## src/hdl/sha256_pkg.sv

```systemverilog
// Shared types and constants for the streaming SHA-256 hasher.
// Holds opcodes, command and status types, round constants, initial hash values and a rotate helper.
// No dependencies.
`default_nettype none
package sha256_pkg;

   localparam int unsigned WordWidth = 32;

   typedef enum logic [1:0] {
      OP_ABSORB        = 2'd0,
      OP_ABSORB_FINISH = 2'd1,
      OP_FINISH        = 2'd2,
      OP_NONE          = 2'd3
   } opcode_type;

   typedef logic [WordWidth-1:0] word_type;

   typedef enum logic [1:0] {
      SRC_MSG  = 2'd0,
      SRC_ZERO = 2'd1,
      SRC_PAD  = 2'd2,
      SRC_LEN  = 2'd3
   } src_type;

   // Commands from the controller to the datapath.
   typedef struct packed {
      logic       load_byte;
      logic [5:0] byte_addr;
      logic [7:0] byte_data;
      logic       count_byte;
      logic       start_rounds;
      logic       round_step;
      logic [5:0] round_idx;
      logic       fold;
      logic       reset_state;
      logic [2:0] out_idx;
      logic       load_w;
      src_type    w_src;
      logic [3:0] w_slot;
      logic [1:0] pad_lane;
   } ctrl_cmd_type;

   // Status from the datapath to the controller.
   typedef struct packed {
      logic [5:0] fill;
      word_type   out_word;
   } dp_status_type;

   localparam word_type InitH [8] = '{
      32'h6A09E667, 32'hBB67AE85, 32'h3C6EF372, 32'hA54FF53A,
      32'h510E527F, 32'h9B05688C, 32'h1F83D9AB, 32'h5BE0CD19
   };

   localparam word_type RoundK [64] = '{
      32'h428A2F98, 32'h71374491, 32'hB5C0FBCF, 32'hE9B5DBA5,
      32'h3956C25B, 32'h59F111F1, 32'h923F82A4, 32'hAB1C5ED5,
      32'hD807AA98, 32'h12835B01, 32'h243185BE, 32'h550C7DC3,
      32'h72BE5D74, 32'h80DEB1FE, 32'h9BDC06A7, 32'hC19BF174,
      32'hE49B69C1, 32'hEFBE4786, 32'h0FC19DC6, 32'h240CA1CC,
      32'h2DE92C6F, 32'h4A7484AA, 32'h5CB0A9DC, 32'h76F988DA,
      32'h983E5152, 32'hA831C66D, 32'hB00327C8, 32'hBF597FC7,
      32'hC6E00BF3, 32'hD5A79147, 32'h06CA6351, 32'h14292967,
      32'h27B70A85, 32'h2E1B2138, 32'h4D2C6DFC, 32'h53380D13,
      32'h650A7354, 32'h766A0ABB, 32'h81C2C92E, 32'h92722C85,
      32'hA2BFE8A1, 32'hA81A664B, 32'hC24B8B70, 32'hC76C51A3,
      32'hD192E819, 32'hD6990624, 32'hF40E3585, 32'h106AA070,
      32'h19A4C116, 32'h1E376C08, 32'h2748774C, 32'h34B0BCB5,
      32'h391C0CB3, 32'h4ED8AA4A, 32'h5B9CCA4F, 32'h682E6FF3,
      32'h748F82EE, 32'h78A5636F, 32'h84C87814, 32'h8CC70208,
      32'h90BEFFFA, 32'hA4506CEB, 32'hBEF9A3F7, 32'hC67178F2
   };

   function automatic word_type ror(input word_type x, input int unsigned n);
      ror = (x >> n) | (x << (WordWidth - n));
   endfunction

endpackage
`default_nettype wire

```

## src/hdl/sha256_datapath.sv

```systemverilog
// Datapath: block buffer memory, message schedule, round registers,
// chaining state and bit counter. Depends on sha256_pkg.
`default_nettype none
module sha256_datapath
   import sha256_pkg::*;
(
   input  wire logic          clock,
   input  wire logic          reset,
   input  wire ctrl_cmd_type  cmd,
   output dp_status_type      status
);

   logic [7:0]  buf_mem [64];
   logic [31:0] rd_word_ff;
   logic [5:0]  fill_ff, fill_in;
   logic [63:0] bits_ff, bits_in;
   word_type    h_ff [8];
   word_type    v_ff [8];
   word_type    w_ff [16];
   word_type    new_w, t1, t2, wi, wsrc, pad_word;

   // The buffer is read one byte per cycle into a word shifter.
   always_ff @(posedge clock) begin
      if (cmd.load_byte) begin
         buf_mem[cmd.byte_addr] <= cmd.byte_data;
      end
      rd_word_ff <= {rd_word_ff[23:0], buf_mem[cmd.byte_addr]};
   end

   always_comb begin
      fill_in = fill_ff;
      bits_in = bits_ff;
      if (cmd.count_byte) begin
         fill_in = fill_ff + 6'd1;
         bits_in = bits_ff + 64'd8;
      end
      if (cmd.reset_state) begin
         fill_in = '0;
         bits_in = '0;
      end
   end

   always_ff @(posedge clock) begin
      if (reset) begin
         fill_ff <= '0;
         bits_ff <= '0;
      end else begin
         fill_ff <= fill_in;
         bits_ff <= bits_in;
      end
   end

   always_comb begin
      case (cmd.pad_lane)
         2'd0:    pad_word = 32'h8000_0000;
         2'd1:    pad_word = {rd_word_ff[31:24], 24'h80_0000};
         2'd2:    pad_word = {rd_word_ff[31:16], 16'h8000};
         default: pad_word = {rd_word_ff[31:8], 8'h80};
      endcase
   end

   always_comb begin
      unique case (cmd.w_src)
         SRC_MSG:  wsrc = rd_word_ff;
         SRC_ZERO: wsrc = '0;
         SRC_PAD:  wsrc = pad_word;
         SRC_LEN:  wsrc = (cmd.w_slot[0]) ? bits_ff[31:0] : bits_ff[63:32];
         default:  wsrc = '0;
      endcase
   end

   assign new_w = (ror(w_ff[14], 17) ^ ror(w_ff[14], 19) ^ (w_ff[14] >> 10))
                + w_ff[9]
                + (ror(w_ff[1], 7) ^ ror(w_ff[1], 18) ^ (w_ff[1] >> 3))
                + w_ff[0];
   assign wi = (cmd.round_idx < 6'd16) ? w_ff[cmd.round_idx[3:0]] : new_w;

   assign t1 = v_ff[7] + (ror(v_ff[4], 6) ^ ror(v_ff[4], 11) ^ ror(v_ff[4], 25))
             + ((v_ff[4] & v_ff[5]) ^ (~v_ff[4] & v_ff[6]))
             + RoundK[cmd.round_idx] + wi;
   assign t2 = (ror(v_ff[0], 2) ^ ror(v_ff[0], 13) ^ ror(v_ff[0], 22))
             + ((v_ff[0] & v_ff[1]) ^ (v_ff[0] & v_ff[2]) ^ (v_ff[1] & v_ff[2]));

   always_ff @(posedge clock) begin
      if (cmd.load_w) begin
         w_ff[cmd.w_slot] <= wsrc;
      end else if (cmd.round_step && cmd.round_idx >= 6'd16) begin
         for (int i = 0; i < 15; i++) begin
            w_ff[i] <= w_ff[i+1];
         end
         w_ff[15] <= new_w;
      end
      if (cmd.start_rounds) begin
         v_ff <= h_ff;
      end else if (cmd.round_step) begin
         v_ff[7] <= v_ff[6];
         v_ff[6] <= v_ff[5];
         v_ff[5] <= v_ff[4];
         v_ff[4] <= v_ff[3] + t1;
         v_ff[3] <= v_ff[2];
         v_ff[2] <= v_ff[1];
         v_ff[1] <= v_ff[0];
         v_ff[0] <= t1 + t2;
      end
   end

   always_ff @(posedge clock) begin
      if (reset || cmd.reset_state) begin
         h_ff <= InitH;
      end else if (cmd.fold) begin
         for (int i = 0; i < 8; i++) begin
            h_ff[i] <= h_ff[i] + v_ff[i];
         end
      end
   end

   assign status.fill     = fill_ff;
   assign status.out_word = h_ff[cmd.out_idx];

endmodule
`default_nettype wire

```

## config.mk

```make
export PLATFORM = sky130hd
export DESIGN_NAME = sha256_datapath
export DESIGN_NICKNAME = d
export VERILOG_FILES = /design/src/hdl/sha256_pkg.sv /design/src/hdl/sha256_datapath.sv
export SDC_FILE = /design/constraint.sdc
export NUM_CORES = 2
export LEC_CHECK = 0
export BUFFER_PORTS_ARGS = -buffer_cell sky130_fd_sc_hd__buf_4
export CAP_MARGIN = 30
export CORE_ASPECT_RATIO = 2
export CORE_MARGIN = 2
export CORE_UTILIZATION = 35
export DETAILED_ROUTE_END_ITERATION = 10
export PLACE_DENSITY = 0.54
export SYNTH_ARGS = -nofsm -noshare
export SYNTH_HDL_FRONTEND = slang
export SYNTH_SLANG_ARGS = --single-unit
```

## constraint.sdc

```tcl
create_clock -name clock -period 15.68 [get_ports clock]
set_input_delay 3.92 -clock clock [delete_from_list [all_inputs] [get_ports clock]]
set_output_delay 3.92 -clock clock [all_outputs]
set_load 0.005 [all_outputs]
```

# Word-level counts from Yosys, hierarchy flattened
# Memory sizes are Yosys's and may differ from the RTL's. A register that Yosys moved wholly into a read port is not among the register bits.
# Cells that the tools add are included.
# word_totals
in_bits	40
romBits	2048
memories	3
reg_bits	614
elab_cells	108
ramBits	1024
out_inout_bits	38
# classes
bitwise_logic	29
n_eq_ne	5
reduce_logical	7
mux	21
add_sub_neg	20
magnitude_cmp	4
# mem_list
name	depth	width	rd	rd_ports_with_merged_regs	wr	line	rtl
(no name shown)	64	32	1	0	0	sha256_datapath.sv:80	+ RoundK[cmd.round_idx] + wi;
buf_mem	64	8	1	1	1	sha256_datapath.sv:13	logic [7:0] buf_mem [64];
w_ff	16	32	17	0	16	sha256_datapath.sv:19	word_type w_ff [16];
# ops
operator	count
32-bit adder	18
256-bit two-way mux	2
32-bit bitwise XOR	9
32-bit two-way mux	7
32-bit AND	5
32-bit case mux with 4 select lines	1
32-bit binary-select mux with 3-bit select	1
32-bit case mux with 3 select lines	1
64-bit by 4-bit adder with 64-bit output, second input constant	1
32-bit NOT	1
10-bit by 32-bit OR with 32-bit output	1
13-bit by 32-bit OR with 32-bit output	1
14-bit by 32-bit OR with 32-bit output	1
15-bit by 32-bit OR with 32-bit output	1
19-bit by 32-bit OR with 32-bit output	1
21-bit by 32-bit OR with 32-bit output	1
25-bit by 32-bit OR with 32-bit output	1
26-bit by 32-bit OR with 32-bit output	1
30-bit by 32-bit OR with 32-bit output	1
7-bit by 32-bit OR with 32-bit output	1
32-bit OR reduction	1
32-bit by 22-bit bitwise XOR with 32-bit output	1
32-bit by 29-bit bitwise XOR with 32-bit output	1
1-bit two-way mux	8
15 further kinds	19

# Depth between registers and ports, before layout
# logic_depth
ltp_word	11
mapped_depth	50
mapped_depth_nobuf	50

# Worst setup path after synthesis
# Ideal clock, no wire load.
# synth_timing
path_type	input-to-reg
from	input cmd[16] in the netlist's numbering
to	register v_ff[255] in the netlist's numbering, data pin
cell_stages	36
setup_ns	0.260
path_slack_ns	2.692
required_ns	15.420
arrival_ns	12.728
cell_sequence	clkbuf_1 > clkbuf_1 > buf_1 > clkbuf_1 > mux4_2 > mux4_2 > mux2_2 > fa_1 > fa_1 > inv_1 > fa_1 > inv_1 > ha_1 > a21o_1 > a21oi_1 > nor2b_1 > o21a_1 > o31a_1 > o31ai_1 > o22ai_1 > a21boi_0 > o21bai_1 > a21oi_1 > xnor2_1 > inv_1 > fa_1 > inv_1 > ha_1 > nand2_1 > o41ai_1 > nand2_1 > o311ai_0 > a21oi_1 > xnor2_1 > xnor3_1 > mux2_2
# synth_via
elab_chain_cells	9
# synth_lines
item	line	rtl
from (decl)	sha256_datapath.sv:9	input wire ctrl_cmd_type cmd,
6-bit NOT with 7-bit output (not written as such)	sha256_datapath.sv:80	
memory read 64 x 32 bit	n/a	
32-bit two-way mux (not written as such) (2 in series)	sha256_datapath.sv:80	
32-bit adder	sha256_datapath.sv:80	
32-bit adder *	sha256_datapath.sv:80	
32-bit adder *	sha256_datapath.sv:103	v_ff[0] <= t1 + t2;
256-bit two-way mux *	sha256_datapath.sv:95	end else if (cmd.round_step) begin
256-bit two-way mux *	sha256_datapath.sv:93	if (cmd.start_rounds) begin
to (decl)	sha256_datapath.sv:18	word_type v_ff [8];
# Every way passes the cells marked *; elsewhere a longest branch is shown, timed or not. The select of a mux whose other input is x is not followed.
# A chain may end at the register's enable or synchronous reset.

# Final worst setup path
# layout_timing
from	input cmd[15] in the netlist's numbering
to	register v_ff[255] in the netlist's numbering, data pin
# The elaborated chain is that of the path after synthesis.

==> metrics.md <==
| Metric | Value |
|---|---|
| CTS Sinks | `1,635` |
| Share of cells above drive strength 1 | `around an eighth` |
| DRT antenna net count | `0` |
| PortBufs | `77` |
| Max clock buf depth | `4` |
| Final wirelength | `364,000 microns` |
| CTS tree | `yes` |
| Most common cell after layout, fill and taps aside | `edfxtp_1` |
| Core box area | `270,000 sq um` |
| Synth Cell Area | `95,000 sq um` |
| Placer Congestion | `1.02` |
| Fmax | `between 70 and 80 MHz` |
| Setup TNS | `0 ns` |
| Initial Util | `35.2%` |
| GR Overflow Total | `0` |
| Reg clk slew, reported paths | `0.07 ns` |
| RSZ-0062 raised after global routing | `false` |
| Die area | `276,000 sq um` |
| Tightest Pin Transition | `between 1 and 1.5 ns` |
| Post-CTS setup buffers | `0` |
| Top_reg_cell synth | `edfxtp_1` |
| CTS Hold Bufs | `0` |
| Yosys warning count | `0` |
| Vias in the first global route | `71,625` |
| Register area share after synthesis | `47.9%` |
| Final-report setup violation count | `0` |
| Initial DRC Count | `5,354` |
| Crit. End Element | `flip-flop` |
| Cells after Synth | `8,223` |
| HP Class | `flip-flop to flip-flop` |
| Final Critical Period | `about 14 ns` |
| Die width | `372 microns` |
| Max Cap Viol | `0` |
| DR DRC count | `0` |
| Fin crit share | `between 80% and 90%` |
| Synth async-reset ratio | `0%` |
| Path type of the worst setup path | `primary input to flip-flop` |
| CP arrival | `14.17 ns` |
| Die Height | `741 microns` |
| Worst Path Required | `16.26 ns` |
| Filler instances | `~26,000` |
| WL/cell | `30.6 microns` |
| Std-Cell Rows | `270` |
| Worst path most repeated cell | `inv_1` |
| Pin count of the biggest net entering global routing | `162` |
| CP max FO | `52` |
| CP max stage delay | `0.79 ns` |
| H-tree depth reported by CTS | `4` |
| Antenna violations before repair | `17` |
| Root Buffer | `clkbuf_16` |
| First drt pass iteration count | `7` |
| Final Skew | `roughly 0.094 ns` |
| Post-cts resize count | `0` |
| Status | `complete, no violations` |
| Synth Register Bits | `1,635` |
| Synth Net Count | `8,851` |
| Dpl hpwl | `266,000 microns` |
| Number of top-level pins | `78` |
| Post-synthesis average cell area | `11.6 sq um` |
| Post-synthesis cell type count | `80` |
| CTS Buf Count | `169` |
| Fin. max-slew vios | `0` |
| EDFF count, synth | `1,280` |
| Most frequent cells in the layout | `1,280 x edfxtp_1, 615 x a21o_1, 553 x nor2_1, 478 x inv_1, 475 x a21oi_1` |
| Global-route wire length before repair | `514,000 microns` |
| Final Hold Fails | `0` |
| Slowest CP cell | `nor2_2` |
| Fin nets | `8,852` |
| CP startpoint kind | `primary input` |
| Slew headroom | `19.5%` |
| Vias | `68,674` |
| DR vias/cell | `5.77` |
| Area Overhead vs Synth | `11.5%` |
| Clock latency on the worst-skew pair | `0.90 ns` |
| Total track usage | `a little over a quarter` |
==> critical path, delay by kind of cell <==
family / cells / cell delay, ns
AO/OA/AOI/OAI: 13 / 3.17
XOR/XNOR: 3 / 0.63
adder cells (fa/ha/maj): 5 / 2.15
buffers and inverters: 7 / 1.30
multiplexers: 2 / 0.69
AND/OR/NAND/NOR: 6 / 2.12
==> final timing paths <==
kind	to	start	depth (start not counted)	slack, ns
max	v_ff[255]	cmd[15]	36	2.09
min	rd_word_ff[16]	rd_word_ff[8]	0	0.36
max reg2reg	v_ff[255]	w_ff[14][20]	47	2.84
min reg2reg	rd_word_ff[16]	rd_word_ff[8]	0	0.36
==> stage by stage <==
step / setup slack (ns) / hold slack, ns / instances / instance area [sq um] / util (%)
final: 2.09 / 0.356 / 11897 / 106000 / 39.2
after global routing: 1.83 / 0.365 / 11890 / 106000 / 39.2
after CTS: 2.49 / 0.355 / 11876 / 106000 / 39.2
after detailed placement: 1.65 / 0.347 / 11577 / 100000 / 37.1
after global placement: 1.66 / 0.341 / 11552 / 100000 / 37.0
after floorplan: 2.69 / 0.331 / 8223 / 95000 / -
==> flip-flops by register name (all words and copies together), names as in the netlist <==
register and flops:
bits_ff 61, buf_mem 512, fill_ff 6, h_ff 256
rd_word_ff 32, v_ff 256, w_ff 512
==> synthesized netlist by cell type (15+ instances only) <==
cell | number | area share [%]
buf_1 | 63 | 0.25
o211ai_1 | 25 | 0.20
a22o_1 | 51 | 0.47
xnor2_1 | 397 | 3.7
fa_1 | 196 | 4.1
o31ai_1 | 31 | 0.24
mux2i_1 | 124 | 1.3
a21boi_0 | 16 | 0.13
nor3_1 | 77 | 0.41
mux4_2 | 230 | 5.5
dfxtp_1 | 355 | 7.5
nand3_1 | 89 | 0.47
o21bai_1 | 74 | 0.58
nand4_1 | 53 | 0.35
o21ai_0 | 435 | 2.3
a21oi_1 | 475 | 2.5
nor2b_1 | 56 | 0.37
inv_1 | 477 | 1.9
a21o_1 | 615 | 4.9
a211oi_1 | 37 | 0.29
and3_1 | 38 | 0.25
ha_1 | 392 | 5.2
nand2_1 | 401 | 1.6
xor2_1 | 224 | 2.1
a31oi_1 | 95 | 0.63
a311oi_1 | 15 | 0.14
nor2_1 | 560 | 2.2
or2_2 | 17 | 0.11
or3_1 | 29 | 0.19
edfxtp_1 | 1280 | 40
a22oi_1 | 166 | 1.3
a211o_1 | 16 | 0.15
o21a_1 | 120 | 0.95
nand2b_1 | 72 | 0.47
mux2_2 | 257 | 3.0
clkbuf_1 | 387 | 1.5
a221oi_1 | 57 | 0.53
and2_1 | 24 | 0.16
==> kinds of logic after synthesis <==
family | share of synthesized area [%]
compound gates | 16.4
flops | 47.9
simple gates | 7.11
buf+inv | 3.67
xor+xnor | 5.77
mux | 9.80
fa+ha+maj | 9.34
==> per-layer routing <==
layer	global-route usage (%)	vias to the layer above	wire [microns]
met3	3.96	1139	15000
met1	23.4	34834	113000
li1	-	30455	-
met5	0	-	86
met4	25.2	12	43300
met2	48.2	2234	193000
==> area by class of cell <==
cell class	count	area, sq um	area share [%]
well taps	3536	4420	4.17
clock buffers	201	4450	4.20
repair buffers	280	2290	2.16
clock inverters	98	1200	1.13
flip-flops and latches	1635	45500	43.0
multi-input cells	5658	46300	43.6
inverters	480	1810	1.71
diodes	9	22.5	0.0212
Power is left out: the tool's default activity adds up to more than one toggle a clock period on the data nets, which glitch-free logic cannot reach.
