--- config.mk ---
export PLATFORM = sky130hd
export DESIGN_NAME = sha256_controller
export DESIGN_NICKNAME = d
export VERILOG_FILES = /design/src/hdl/sha256_pkg.sv /design/src/hdl/sha256_controller.sv
export SDC_FILE = /design/constraint.sdc
export NUM_CORES = 1
export LEC_CHECK = 0
export BUFFER_PORTS_ARGS = -buffer_cell sky130_fd_sc_hd__buf_2
export CAP_MARGIN = 10
export CORE_MARGIN = 2
export CORE_UTILIZATION = 49
export CTS_CLUSTER_DIAMETER = 60
export DETAILED_ROUTE_END_ITERATION = 6
export GPL_TIMING_DRIVEN = 0
export PLACE_DENSITY = 0.91
export SYNTH_ARGS = -nofsm -noshare
export SYNTH_HDL_FRONTEND = slang
export SYNTH_SLANG_ARGS = --single-unit
--- constraint.sdc ---
create_clock -name clock -period 2.45 [get_ports clock]
set_input_delay 0 -clock clock [delete_from_list [all_inputs] [get_ports clock]]
set_output_delay 0 -clock clock [all_outputs]
set_load 0.03 [all_outputs]
--- src/hdl/sha256_pkg.sv ---
// Shared types and constants for the streaming SHA-256 hasher.
// Holds opcodes, command and status types, round constants, initial hash values and a rotate helper.
// No dependencies.
`default_nettype none
package sha256_pkg;

   localparam int unsigned WordWidth = 32;

   typedef enum logic [1:0] {
      OP_ABSORB        = 2'd0,
      OP_ABSORB_FINISH = 2'd1,
      OP_FINISH        = 2'd2,
      OP_NONE          = 2'd3
   } opcode_type;

   typedef logic [WordWidth-1:0] word_type;

   typedef enum logic [1:0] {
      SRC_MSG  = 2'd0,
      SRC_ZERO = 2'd1,
      SRC_PAD  = 2'd2,
      SRC_LEN  = 2'd3
   } src_type;

   // Commands from the controller to the datapath.
   typedef struct packed {
      logic       load_byte;
      logic [5:0] byte_addr;
      logic [7:0] byte_data;
      logic       count_byte;
      logic       start_rounds;
      logic       round_step;
      logic [5:0] round_idx;
      logic       fold;
      logic       reset_state;
      logic [2:0] out_idx;
      logic       load_w;
      src_type    w_src;
      logic [3:0] w_slot;
      logic [1:0] pad_lane;
   } ctrl_cmd_type;

   // Status from the datapath to the controller.
   typedef struct packed {
      logic [5:0] fill;
      word_type   out_word;
   } dp_status_type;

   localparam word_type InitH [8] = '{
      32'h6A09E667, 32'hBB67AE85, 32'h3C6EF372, 32'hA54FF53A,
      32'h510E527F, 32'h9B05688C, 32'h1F83D9AB, 32'h5BE0CD19
   };

   localparam word_type RoundK [64] = '{
      32'h428A2F98, 32'h71374491, 32'hB5C0FBCF, 32'hE9B5DBA5,
      32'h3956C25B, 32'h59F111F1, 32'h923F82A4, 32'hAB1C5ED5,
      32'hD807AA98, 32'h12835B01, 32'h243185BE, 32'h550C7DC3,
      32'h72BE5D74, 32'h80DEB1FE, 32'h9BDC06A7, 32'hC19BF174,
      32'hE49B69C1, 32'hEFBE4786, 32'h0FC19DC6, 32'h240CA1CC,
      32'h2DE92C6F, 32'h4A7484AA, 32'h5CB0A9DC, 32'h76F988DA,
      32'h983E5152, 32'hA831C66D, 32'hB00327C8, 32'hBF597FC7,
      32'hC6E00BF3, 32'hD5A79147, 32'h06CA6351, 32'h14292967,
      32'h27B70A85, 32'h2E1B2138, 32'h4D2C6DFC, 32'h53380D13,
      32'h650A7354, 32'h766A0ABB, 32'h81C2C92E, 32'h92722C85,
      32'hA2BFE8A1, 32'hA81A664B, 32'hC24B8B70, 32'hC76C51A3,
      32'hD192E819, 32'hD6990624, 32'hF40E3585, 32'h106AA070,
      32'h19A4C116, 32'h1E376C08, 32'h2748774C, 32'h34B0BCB5,
      32'h391C0CB3, 32'h4ED8AA4A, 32'h5B9CCA4F, 32'h682E6FF3,
      32'h748F82EE, 32'h78A5636F, 32'h84C87814, 32'h8CC70208,
      32'h90BEFFFA, 32'hA4506CEB, 32'hBEF9A3F7, 32'hC67178F2
   };

   function automatic word_type ror(input word_type x, input int unsigned n);
      ror = (x >> n) | (x << (WordWidth - n));
   endfunction

endpackage
`default_nettype wire

--- src/hdl/sha256_controller.sv ---
// Controller: sequences byte absorption, schedule loading, rounds,
// padding and digest output. Depends on sha256_pkg.
`default_nettype none
module sha256_controller
   import sha256_pkg::*;
(
   input  wire logic          clock,
   input  wire logic          reset,
   input  wire logic          req_valid,
   output      logic          req_ready,
   input  wire logic [1:0]    req_opcode,
   input  wire logic [7:0]    req_data_byte,
   output      logic          rsp_valid,
   input  wire logic          rsp_ready,
   output      logic [31:0]   rsp_digest_word,
   output      logic [2:0]    rsp_word_index,
   output      logic          rsp_last_word,
   output      ctrl_cmd_type  cmd,
   input  wire dp_status_type status
);

   typedef enum logic [2:0] {
      ST_IDLE, ST_LOAD, ST_ROUND, ST_FOLD, ST_OUT, ST_CLEAR
   } state_type;

   state_type   state_ff;
   logic        finish_ff;
   logic        pad_ff;     // 0x80 already placed in a block
   logic        second_ff;  // padding needs one more block
   logic        final_ff;   // current block is the last one
   logic [5:0]  pos_ff;     // fill position at finish
   logic [6:0]  cnt_ff;
   logic [2:0]  oidx_ff;
   logic        ovalid_ff;
   logic        accept;
   opcode_type  op;
   logic [3:0]  slot;
   logic [1:0]  lane;
   logic [5:0]  next_fill;

   assign op        = opcode_type'(req_opcode);
   assign req_ready = (state_ff == ST_IDLE);
   assign accept    = req_valid && req_ready;
   assign slot      = cnt_ff[5:2] - 4'd1;
   assign lane      = cnt_ff[1:0];
   assign next_fill = status.fill + 6'd1;

   // Command decode; word source: message, 0x80, zero or length.
   always_comb begin
      cmd = '0;
      cmd.out_idx   = oidx_ff;
      cmd.round_idx = cnt_ff[5:0];
      cmd.w_slot    = slot;
      cmd.w_src     = SRC_MSG;
      cmd.pad_lane  = pos_ff[1:0];
      if (accept && (op == OP_ABSORB || op == OP_ABSORB_FINISH)) begin
         cmd.load_byte  = 1'b1;
         cmd.byte_addr  = status.fill;
         cmd.byte_data  = req_data_byte;
         cmd.count_byte = 1'b1;
      end
      unique case (state_ff)
         ST_LOAD: begin
            cmd.byte_addr = cnt_ff[5:0];
            if (lane == 2'd0 && cnt_ff != 7'd0) begin
               cmd.load_w = 1'b1;
               if (finish_ff) begin
                  if (final_ff && slot >= 4'd14) begin
                     cmd.w_src = SRC_LEN;
                  end else if (pad_ff || slot > pos_ff[5:2]) begin
                     cmd.w_src = SRC_ZERO;
                  end else if (slot == pos_ff[5:2]) begin
                     cmd.w_src = SRC_PAD;
                  end
               end
            end
            if (cnt_ff == 7'd64) begin
               cmd.start_rounds = 1'b1;
            end
         end
         ST_ROUND: cmd.round_step = 1'b1;
         ST_FOLD:  cmd.fold = 1'b1;
         ST_CLEAR: cmd.reset_state = 1'b1;
         default: ;
      endcase
   end

   always_ff @(posedge clock) begin
      if (reset) begin
         state_ff  <= ST_IDLE;
         finish_ff <= 1'b0;
         pad_ff    <= 1'b0;
         second_ff <= 1'b0;
         final_ff  <= 1'b0;
         pos_ff    <= '0;
         cnt_ff    <= '0;
         oidx_ff   <= '0;
         ovalid_ff <= 1'b0;
      end else begin
         unique case (state_ff)
            ST_IDLE: begin
               cnt_ff <= '0;
               if (accept) begin
                  if (op == OP_ABSORB) begin
                     if (status.fill == 6'd63) begin
                        finish_ff <= 1'b0;
                        final_ff  <= 1'b0;
                        state_ff  <= ST_LOAD;
                     end
                  end else if (op == OP_ABSORB_FINISH) begin
                     if (status.fill == 6'd63) begin
                        pad_ff    <= 1'b0;
                        final_ff  <= 1'b0;
                        finish_ff <= 1'b0;
                        pos_ff    <= '0;
                        state_ff  <= ST_LOAD;
                        // Plain block first, then a padding-only block.
                        second_ff <= 1'b1;
                     end else begin
                        finish_ff <= 1'b1;
                        pos_ff    <= next_fill;
                        pad_ff    <= 1'b0;
                        second_ff <= (next_fill > 6'd55);
                        final_ff  <= !(next_fill > 6'd55);
                        state_ff  <= ST_LOAD;
                     end
                  end else if (op == OP_FINISH) begin
                     finish_ff <= 1'b1;
                     pos_ff    <= status.fill;
                     pad_ff    <= 1'b0;
                     second_ff <= (status.fill > 6'd55);
                     final_ff  <= !(status.fill > 6'd55);
                     state_ff  <= ST_LOAD;
                  end
               end
            end
            ST_LOAD: begin
               if (cnt_ff == 7'd64) begin
                  cnt_ff   <= '0;
                  state_ff <= ST_ROUND;
               end else begin
                  cnt_ff <= cnt_ff + 7'd1;
               end
            end
            ST_ROUND: begin
               if (cnt_ff == 7'd63) begin
                  cnt_ff   <= '0;
                  state_ff <= ST_FOLD;
               end else begin
                  cnt_ff <= cnt_ff + 7'd1;
               end
            end
            ST_FOLD: begin
               if (final_ff) begin
                  oidx_ff   <= '0;
                  ovalid_ff <= 1'b1;
                  state_ff  <= ST_OUT;
               end else if (finish_ff) begin
                  pad_ff   <= 1'b1;
                  final_ff <= 1'b1;
                  state_ff <= ST_LOAD;
               end else if (second_ff) begin
                  // Full block done; the finish pads an empty buffer.
                  finish_ff <= 1'b1;
                  second_ff <= 1'b0;
                  final_ff  <= 1'b1;
                  pos_ff    <= '0;
                  state_ff  <= ST_LOAD;
               end else begin
                  state_ff <= ST_IDLE;
               end
            end
            ST_OUT: begin
               if (rsp_ready) begin
                  oidx_ff <= oidx_ff + 3'd1;
                  if (oidx_ff == 3'd7) begin
                     ovalid_ff <= 1'b0;
                     state_ff  <= ST_CLEAR;
                  end
               end
            end
            ST_CLEAR: begin
               finish_ff <= 1'b0;
               pad_ff    <= 1'b0;
               second_ff <= 1'b0;
               final_ff  <= 1'b0;
               state_ff  <= ST_IDLE;
            end
            default: state_ff <= ST_IDLE;
         endcase
      end
   end

   assign rsp_valid       = ovalid_ff;
   assign rsp_digest_word = status.out_word;
   assign rsp_word_index  = oidx_ff;
   assign rsp_last_word   = (oidx_ff == 3'd7);

endmodule
`default_nettype wire

==> Word-level counts from Yosys, hierarchy flattened <==
Cells that the tools add are included.
{ "classes": {"n_addsub": 4, "magnitude_cmp": 4, "eq_ne": 26, "mux": 77, "n_reduce_logical": 24} }
{ "op_table": {"columns": ["op", "count"], "rows": [
  ["$mux W6", 9],
  ["$mux W3", 14],
  ["$mux W1", 38],
  ["$pmux W7 S3", 1],
  ["$ne A2 B2 Y1 const B", 10],
  ["$mux W16", 1],
  ["$pmux W3 S5", 1],
  ["$mux W7", 2],
  ["$reduce_and A7 Y1", 2],
  ["$gt A6 B6 Y1 const B", 2],
  ["$pmux W1 S3", 4],
  ["$pmux W6 S2", 1],
  ["$reduce_and A6 Y1", 2],
  ["$eq A3 B3 Y1 const B", 3],
  ["$mux W2", 4],
  ["$reduce_and A4 Y1", 2],
  ["$add A7 B1 Y7 const B", 1],
  ["$eq A7 B6 Y1 const B", 1],
  ["$eq A7 B7 Y1 const B", 1],
  ["$reduce_bool A7 Y1", 1],
  ["$add A6 B1 Y6 const B", 1],
  ["$eq A3 B2 Y1 const B", 2],
  ["$eq A6 B6 Y1 const B", 1],
  ["$pmux W3 S2", 1],
  ["22 further kinds", 30]
]} }
{ "word_totals": {"ff_bits": 24, "in_bits": 52, "output_inout_bits": 76, "elab_cells": 144} }

==> Logic depth before layout (Yosys ltp) <==
Gate-level depths: netlist of run 1.
{ "logic_depth": {"word_depth": 8, "ltp_mapped": 8} }

==> Least setup slack after synthesis of run 1 <==
No wires, ideal clock.
{ "synth_path": {"path_type": "reg2out", "from": "register cnt_ff[2]", "to": "output port cmd[6] (netlist bit)", "arrival_ps": 2632, "required_time_ps": 2450, "slack_ps": -182, "stages_incl_launch_ff": 8, "n_path_buf": 0, "path_cell_list": "dfxtp_1 -> inv_1 -> ha_1 -> xor2_1 -> ha_1 -> nand4_1 -> nand2_1 -> a31oi_1"} }
{ "synth_rtl": {"columns": ["element", "line", "rtl"], "rows": [
  ["start: declaration", "sha256_controller.sv:32", "logic [6:0] cnt_ff;"],
  ["start signal: assignment", "sha256_controller.sv:142", "cnt_ff <= cnt_ff + 7'd1;"],
  ["start signal: assignment", "sha256_controller.sv:150", "cnt_ff <= cnt_ff + 7'd1;"],
  ["end: declaration", "sha256_controller.sv:18", "output ctrl_cmd_type cmd,"]
]} }

==> results of run 1 <==
metal layers:
layer / wire [um] / track usage [%]
met2: 3180 / 42.3
met5: 0 / 0
met4: 124 / 7.61
met3: 408 / 3.57
met1: 2680 / 28.6
through the flow:
stage	util, %	hold WS (ps)	cells
2_1_floorplan	-	72.1	302
3_3_place_gp	62.1	220	450
3_5_place_dp	62.1	217	450
4_1_cts	63.5	118	455
5_1_grt	63.6	123	455
6_report	63.6	121	455
layout by cell type (no fill, tap or decap), drive strengths merged, types with 3 or more instances in the layout:
cell type	instances
buf	144
nor3	7
nand2b	5
inv	16
nand4	4
nand3	9
o21ai	22
and2	12
o22ai	4
nor2b	5
xor2	3
a211oi	4
a21oi	26
and3	3
dfxtp	24
ha	16
a41oi	3
nand2	28
clkbuf	11
o21a	5
a311oi	4
nor2	13
worst max-delay path, cell delays in order, from the launching register on:
cell	delay, ps
dfxtp_2	440
inv_1	150
ha_1	340
inv_1	60
ha_1	290
nor2b_1	140
o21a_1	160
o211ai_1	150
a31oi_1	110
buf_2	190
layout make-up:
cell class	count	area [sq um]	area share [%]
multi-input combinational	204	1340	45.2
sequential	24	483	16.3
timing repair buffer	95	480	16.2
buffer	58	477	16.1
tap	54	67.6	2.28
inverter	16	60.1	2.03
clock buffer	4	55.1	1.86
power by group through the flow:
stage	clock (mW)	sequential, mW	combinational, mW
final	0.292	0.448	0.553
after global routing	0.310	0.450	0.594
after CTS	0.294	0.447	0.547
after detailed placement	0	0.456	0.543
after global placement	0	0.455	0.533
after floorplan	0	0.445	0.412
registers in the layout, summed over array words and instances (netlist names):
register,flops
rsp_word_index,3
pad_ff,1
pos_ff,6
state_ff,3
finish_ff,1
final_ff,1
cnt_ff,7
rsp_valid,1
second_ff,1
cell families (layout without fill, tap and decap cells):
logic type	Yosys count	count (layout)	share of synthesized area, %
adders and majority gates	16	16	8.52
and+or+nand+nor	96	96	21.5
AOI/OAI and AO/OA	87	87	24.9
buffers and inverters	74	173	22.8
xor gates and xnor gates	5	5	1.86
DFF	24	24	20.4
path summary, 6_finish.rpt:
path                            slack (ps)                startpoint                      to
worst min-delay path                   120                status[36]  pos_ff[4]$_SDFFE_PP0P_
worst max-delay path                   150    cnt_ff[2]$_SDFFE_PP0P_                  cmd[6]
worst max register to register         510  state_ff[1]$_SDFFE_PP0P_  cnt_ff[0]$_SDFFE_PP0P_
worst min register to register         490    pos_ff[1]$_SDFFE_PP0P_  pos_ff[1]$_SDFFE_PP0P_
timing repair:
item | 4_1_cts | 5_1_grt
endpoints found under the setup margin | 0 | 2
hold buffers | 1 | 0
endpoints found under the hold margin | 1 | 0
gates resized for setup | 0 | 2
==> impl_metrics.csv, run 1 <==
group,metric,value,unit
worst_setup_path,arrival,2300,ps
synth,ys.flop_type,"dfxtp_1",
synth,yosysTopAreaCell,"dfxtp_1",
worst_setup_path,reg2reg_depth,4,
clocking,clock_sinks,24,
power,combPwrFrac,42.8,%
synth,synth_top_area_share,20.4,%
run,cap_violations,0,
finish,diodes,0,
clocking,cts_tree,"built",
synth,synthTopCellsByCount,"44 x buf_4, 28 x nand2_1, 26 x a21oi_1",
power,clockPowerShare,22.6,%
outcome,outcome,"finished clean",
clocking,clkSlewWorstSetupHoldPaths,100,ps
clocking,cts_setup_buffers,0,
detailed_routing,drc,0,
power,power.internal,0.775,mW
worst_setup_path,critPathRequiredTime,2450,ps
clocking,root_buffer,"clkbuf_8",
placement,place.gp.congestion,0.939,
detailed_routing,drt-total-wl,6390,um
detailed_routing,viasPerCell,5.58,
global_route,grt_pass1_wl,10100,um
global_route,grt_max_degree,14,
finish,fill_cells,424,
power,p_switching,0.518,mW
finish,drive_gt1_share,40.4,%
floorplanning,io_pins,128,
clocking,clk_path_buf_depth,2,
sta,fin_ws,148,ps
floorplanning,placementRows,25,
sta,worst_pin_slew,882,ps
sta,rsz0062_at_grt,"no",
synth,ys_ff_latch,24,
finish,area_growth,26.1,%
finish,final_area,0.00296,sq mm
worst_setup_path,end_kind,"output port",
global_route,antenna_found_initial,0,
global_route,grt_pass1_vias,2295,
sta,finClkSkew,1.97,ps
detailed_routing,drt_iter0_markers,122,
floorplanning,dieArea,0.00537,sq mm
synth,synthTopCellsByArea,"dfxtp_1 20%, buf_4 14%, ha_1 8.5%",
clocking,cts_max_level,1,
placement,portBuffers,94,
detailed_routing,vias,2540,
synth,netlist_area,0.00235,sq mm
synth,synth_edf_count,0,
placement,placed_area,0.00290,sq mm
synth,synthCells,302,
power,p_seq_share,34.6,%
floorplanning,start_util,50.4,%
detailed_routing,ant_nets,0,
worst_setup_path,path_max_fanout,9,
sta,period_minus_slack,2300,ps
min_path,hold_path.class,"input pin to flop",
worst_setup_path,critPathKind,"flop to output port",
min_path,hold_depth,4,
synth,async_flop_share,0,%
global_route,grtUsageTotal,23.6,%
synth,yosysUniqueCellTypes,54,
sta,max_freq,434,MHz
worst_setup_path,startpoint_type,"flop",
detailed_routing,dr.pass1.iters,5,
global_route,gr-total-overflow,0,
synth,ys.warnings.count,0,
floorplanning,coreArea,0.00466,sq mm
synth,synth.most_common_cell,"buf_4",
synth,seq_area_frac_synth,20.4,%
sta,setup_viol,0,
synth,avgSynthCellArea,7.78,sq um
clocking,worstSkewPairLatency,280,ps
sta,hold_viol,0,
sta,slew_headroom,41.1,%
synth,synth_nets,370,
power,totalPowerFinal,1.29,mW
floorplanning,die_y,73.3,um
clocking,cts_buffers,3,
power,p_leak,1.48,nW
detailed_routing,post_drt_wl_per_cell,14.0,um
sta,slew_violations,0,
floorplanning,die-width,73.3,um
power,vdd_ir_drop_max,0.000229,V
sta,setup-tns-final,0,ps
power,cellPowerDensity,436,mW/mm^2
placement,hpwl,5040,um
sta,fin_crit_sh,94.0,%
finish,nets,470,
placement,pre_cts_ws,337,ps
power,switching_share,40.1,%
Note: power is estimated with default switching activity, not from simulation.
==> inputs of run 2 (changes only) <==
- BUFFER_PORTS_ARGS: -buffer_cell sky130_fd_sc_hd__buf_2 -> not set
- CORE_UTILIZATION: 49 -> 43
- DONT_BUFFER_PORTS: not set -> 1
- PLACE_DENSITY: 0.91 -> 0.62
==> impl_metrics.csv, run 2 (synthesis gave the netlist of run 1 again) <==
group,metric,value,unit
min_path,hold_path.class,"input pin to flop",
power,p_leak,1.08,nW
worst_setup_path,slowest_stage,"or3_4",
finish,fill_cells,521,
detailed_routing,vias,2132,
finish,layout_commonest_cell,"buf_4",
worst_setup_path,startpoint_type,"flop",
worst_setup_path,path_cells,"buf_6 > or3_4 > nor2_1 > clkbuf_4 > nand2_1 > o21ai_0",
global_route,grt_max_degree,15,
global_route,grtUsageTotal,19.0,%
finish,largest_reg_flops,7,
sta,fin_crit_sh,94.2,%
detailed_routing,dr.pass1.iters,4,
clocking,cts_tree,"built",
sta,setup_viol,0,
power,vdd_ir_drop_max,0.000233,V
floorplanning,start_util,45.1,%
clocking,cts_buffers,3,
finish,final_area,0.00261,sq mm
finish,final_cell_count_no_fill,378,
power,cellPowerDensity,496,mW/mm^2
finish,diodes,0,
floorplanning,die-width,77.9,um
detailed_routing,viasPerCell,5.64,
finish,drive_gt1_share,25.0,%
placement,place.gp.congestion,0.867,
clocking,cts_setup_buffers,0,
clocking,cts_max_level,1,
clocking,clk_path_buf_depth,2,
finish,reg.largest.list,"cnt_ff (7), pos_ff (6)",
sta,period_minus_slack,2310,ps
global_route,grt_pass1_vias,1852,
worst_setup_path,path_max_fanout,11,
finish,area_growth,11.1,%
outcome,outcome,"finished clean",
detailed_routing,drt-total-wl,5980,um
sta,hold_viol,0,
sta,slew_violations,0,
global_route,antenna_found_initial,0,
placement,dp_cells,372,
worst_setup_path,arrival,2310,ps
worst_setup_path,critPathMaxStageDelay,410,ps
worst_setup_path,critical-path-top-delay-family,"simple AND/OR/NAND/NOR gates",
worst_setup_path,end_kind,"output port",
floorplanning,dieArea,0.00607,sq mm
placement,portBuffers,0,
finish,nets,377,
floorplanning,coreArea,0.00520,sq mm
finish,final_cell_mix,"44 x buf_4, 28 x nand2_1, 26 x a21oi_1, 22 x dfxtp_1, 19 x o21ai_0",
global_route,gr-total-overflow,0,
detailed_routing,drc,0,
sta,rsz0062_at_grt,"no",
global_route,grt_pass1_wl,9390,um
placement,hpwl,4630,um
detailed_routing,post_drt_wl_per_cell,15.8,um
clocking,root_buffer,"clkbuf_8",
clocking,worstSkewPairLatency,270,ps
detailed_routing,ant_nets,0,
sta,max_freq,433,MHz
clocking,clkSlewWorstSetupHoldPaths,90,ps
run,cap_violations,0,
finish,largest_register,"cnt_ff",
worst_setup_path,critPathBufInv,2,
worst_setup_path,critPathRequiredTime,2450,ps
worst_setup_path,critPathKind,"flop to output port",
floorplanning,io_pins,128,
floorplanning,die_y,77.9,um
detailed_routing,drt_iter0_markers,115,
sta,slew_headroom,27.6,%
floorplanning,placementRows,26,
sta,worst_pin_slew,1080,ps
sta,finClkSkew,3.66,ps
placement,placed_area,0.00245,sq mm
clocking,clock_sinks,24,
-- run 2: changes by cell type in the layout (fill, tap and decap cells not counted), moves of 2 or more --
cell	previous run	this run
xor2_4	0	2
o21ai_0	21	19
buf_2	96	1
inv_1	16	14
-- run 2: worst reg2reg max path, delay by kind of cell (launching register included) --
kind	cells	cell delay, ps
AND/OR/NAND/NOR	2	1270
flip-flops	1	470
AO/OA/AOI/OAI	1	190
buffers and inverters	1	150
-- run 2: final timing paths --
| path | from | endpoint | slack [ps] | cells past startpoint |
|---|---|---|---|---|
| worst max register to register | state_ff[0]$_SDFFE_PP0P_ | state_ff[1]$_SDFFE_PP0P_ | 330 | 4 |
| worst min-delay path | req_valid | state_ff[0]$_SDFFE_PP0P_ | 10 | 2 |
| worst max-delay path | state_ff[2]$_SDFFE_PP0P_ | cmd[33] | 140 | 6 |
| worst min register to register | pos_ff[0]$_SDFFE_PP0P_ | pos_ff[0]$_SDFFE_PP0P_ | 480 | 2 |
-- run 2: timing repair --
action                     4_1_cts  5_1_grt
hold buffers                     2        0
setup endpoints to repair        2        6
pin swaps                        1        3
resized for setup                8       10
hold endpoints to repair        13        0
-- run 2: where the power goes --
part | switching [mW] | internal, mW | total [mW]
sequential | 0.0333 | 0.414 | 0.447
combinational | 0.318 | 0.174 | 0.491
clock | 0.137 | 0.219 | 0.355
-- run 2: per-layer routing --
layer / share of wire (%) / global-route usage (%)
met3: 7.7 / 3.37
met4: 1.2 / 5.44
met1: 44 / 25.3
met5: 0 / 0
met2: 47 / 31.5
-- run 2: final cells by class --
| type | instances | area, sq um | share of cell area (%) |
|---|---|---|---|
| Sequential cell | 24 | 485 | 18.6 |
| Inverter | 16 | 62.6 | 2.40 |
| Tap cell | 70 | 87.6 | 3.36 |
| Clock buffer | 3 | 41.3 | 1.58 |
| Clock inverter | 1 | 30.0 | 1.15 |
| Buffer | 58 | 479 | 18.4 |
| Multi-Input combinational cell | 204 | 1400 | 53.8 |
| Timing Repair Buffer | 2 | 20.0 | 0.767 |
-- run 2: per-stage QoR --
stage	utilization (%)	TNS (ps)	hold WS (ps)	worst slack [ps]	total power, mW
after global routing	50.1	0	25.8	13.4	1.35
after detailed placement	47.1	-272	79.2	-212	0.935
after global placement	47.0	-291	75.8	-225	0.930
final	50.1	0	12.6	142	1.29
after floorplan	-	0	72.1	38.8	0.857
after CTS	49.5	0	5.05	1.99	1.30
==> inputs of run 3 (changes only) <==
- HOLD_SLACK_MARGIN: not set -> 0.06
==> impl_metrics.csv, run 3 (synthesis gave the netlist of run 1 again) <==
group,metric,value,unit
outcome,outcome,"finished clean",
min_path,hold_depth,3,
min_path,holdPathEnd,"pos_ff[1]$_SDFFE_PP0P_",
global_route,grt_max_degree,15,
global_route,antenna_found_initial,0,
finish,layout_commonest_cell,"buf_4",
worst_setup_path,reg2reg_depth,4,
worst_setup_path,arrival,2320,ps
detailed_routing,drt-total-wl,6010,um
finish,fill_cells,519,
placement,hpwl,4630,um
power,totalPowerFinal,1.30,mW
finish,seqCellArea,485,sq um
finish,multiInputGateArea,0.00140,sq mm
global_route,gr-total-overflow,0,
clocking,worstSkewPairLatency,270,ps
floorplanning,io_pins,128,
worst_setup_path,critical-path-top-delay-family,"simple AND/OR/NAND/NOR gates",
detailed_routing,drc,0,
worst_setup_path,critPathBufInv,2,
clocking,clkSlewWorstSetupHoldPaths,90,ps
clocking,cts_tree,"built",
power,p_leak,1.09,nW
min_path,holdCritStartpoint,"status[33]",
finish,reg.largest.list,"cnt_ff (7), pos_ff (6)",
run,cap_violations,0,
global_route,use_met3,3.26,%
worst_setup_path,rrSetupSlack,340,ps
power,vdd_ir_drop_max,0.000232,V
global_route,grtUsageTotal,19.2,%
floorplanning,dieArea,0.00607,sq mm
sta,fin_crit_sh,94.8,%
detailed_routing,vias,2154,
detailed_routing,post_drt_wl_per_cell,15.7,um
sta,finClkSkew,3.49,ps
power,cellPowerDensity,490,mW/mm^2
floorplanning,coreArea,0.00520,sq mm
clocking,root_buffer,"clkbuf_8",
worst_setup_path,reg2reg_to,"state_ff[1]$_SDFFE_PP0P_",
worst_setup_path,path_max_fanout,11,
sta,setup-tns-final,0,ps
detailed_routing,ant_nets,0,
clocking,cts_max_level,1,
placement,place.gp.congestion,0.867,
global_route,top_usage_layer,"met2",
placement,portBuffers,0,
global_route,grt_pass1_wl,9490,um
min_path,hold_path.class,"input pin to flop",
worst_setup_path,slowest_stage,"or3_4",
worst_setup_path,startpoint_type,"flop",
detailed_routing,viasPerCell,5.64,
sta,period_minus_slack,2320,ps
finish,largest_reg_flops,7,
floorplanning,start_util,45.1,%
global_route,gr-usage-met1,25.7,%
clocking,cts_buffers,3,
global_route,use_met2,31.8,%
floorplanning,die-width,77.9,um
clocking,clock_sinks,24,
worst_setup_path,r2r_start,"state_ff[0]$_SDFFE_PP0P_",
finish,nets,381,
worst_setup_path,critPathKind,"flop to output port",
worst_setup_path,end_kind,"output port",
clocking,clk_path_buf_depth,2,
sta,rsz0062_at_grt,"no",
floorplanning,die_y,77.9,um
detailed_routing,drt_iter0_markers,136,
worst_setup_path,critPathMaxStageDelay,410,ps
sta,slew_violations,0,
finish,largest_register,"cnt_ff",
finish,drive_gt1_share,24.7,%
sta,slew_headroom,28.1,%
floorplanning,placementRows,26,
worst_setup_path,path_cells,"buf_6 > or3_4 > nor2_1 > clkbuf_4 > nand2_1 > o21ai_0",
sta,max_freq,430,MHz
finish,diodes,0,
detailed_routing,dr.pass1.iters,4,
sta,setup_viol,0,
global_route,grt_pass1_vias,1881,
sta,worst_pin_slew,1070,ps
sta,hold_viol,0,
finish,area_growth,12.8,%
finish,final_cell_mix,"44 x buf_4, 28 x nand2_1, 26 x a21oi_1, 22 x dfxtp_1, 19 x o21ai_0",
worst_setup_path,critPathRequiredTime,2450,ps
-- run 3: repair_timing --
item                       in CTS  in global routing
hold endpoints to repair       16                  0
buffers inserted                0                  0
setup endpoints to repair       2                  6
gates resized for setup         8                 10
pin swaps                       1                  3
hold buffers                    6                  0
-- run 3: how the worst max path moves through the flow --
stage | start | to | slack [ps] | cells after the start
floorplan | cnt_ff[2]$_SDFFE_PP0P_ | cmd[6] | 40 | 7
global placement | cnt_ff[2]$_SDFFE_PP0P_ | cmd[6] | -220 | 7
detailed placement | cnt_ff[2]$_SDFFE_PP0P_ | cmd[6] | -210 | 7
CTS | cnt_ff[4]$_SDFFE_PP0P_ | cmd[6] | 2 | 7
global route | state_ff[2]$_SDFFE_PP0P_ | cmd[33] | 10 | 6
finish | state_ff[2]$_SDFFE_PP0P_ | cmd[33] | 130 | 6
-- run 3: cell type report --
class | instances | share of cell area (%)
Inverter | 16 | 2.36
Clock inverter | 1 | 1.13
Timing Repair Buffer | 6 | 2.27
Multi-Input combinational cell | 204 | 53.0
Buffer | 58 | 18.1
Tap cell | 70 | 3.31
Clock buffer | 3 | 1.56
Sequential cell | 24 | 18.3
-- run 3: power breakdown --
group          internal (mW)  leakage (nW)  switching (mW)  total (mW)
Sequential             0.414         0.196          0.0326       0.447
Combinational          0.178         0.863           0.318       0.496
Clock                  0.219        0.0357           0.136       0.355
-- run 3: metal layers --
metal	share of wire (%)	routed length [um]
met1	43	2580
met4	1.2	74
met5	0	0
met3	9.2	555
met2	47	2810
-- run 3: tightest hold or removal path, delay by kind of cell --
kind,cells,cell delay (ps)
and+or+nand+nor,1,90
AOI/OAI and AO/OA,2,220
-- run 3: per-stage QoR --
step	hold WS [ps]	worst slack, ps	std cells	utilization [%]	area (sq um)
final	66.1	127	382	50.9	2650
after global routing	119	13.4	382	50.9	2650
after CTS	64.8	1.99	382	50.3	2620
after detailed placement	79.2	-212	372	47.1	2450
after global placement	75.8	-225	372	47.0	2440
after floorplan	72.1	38.8	302	-	2360
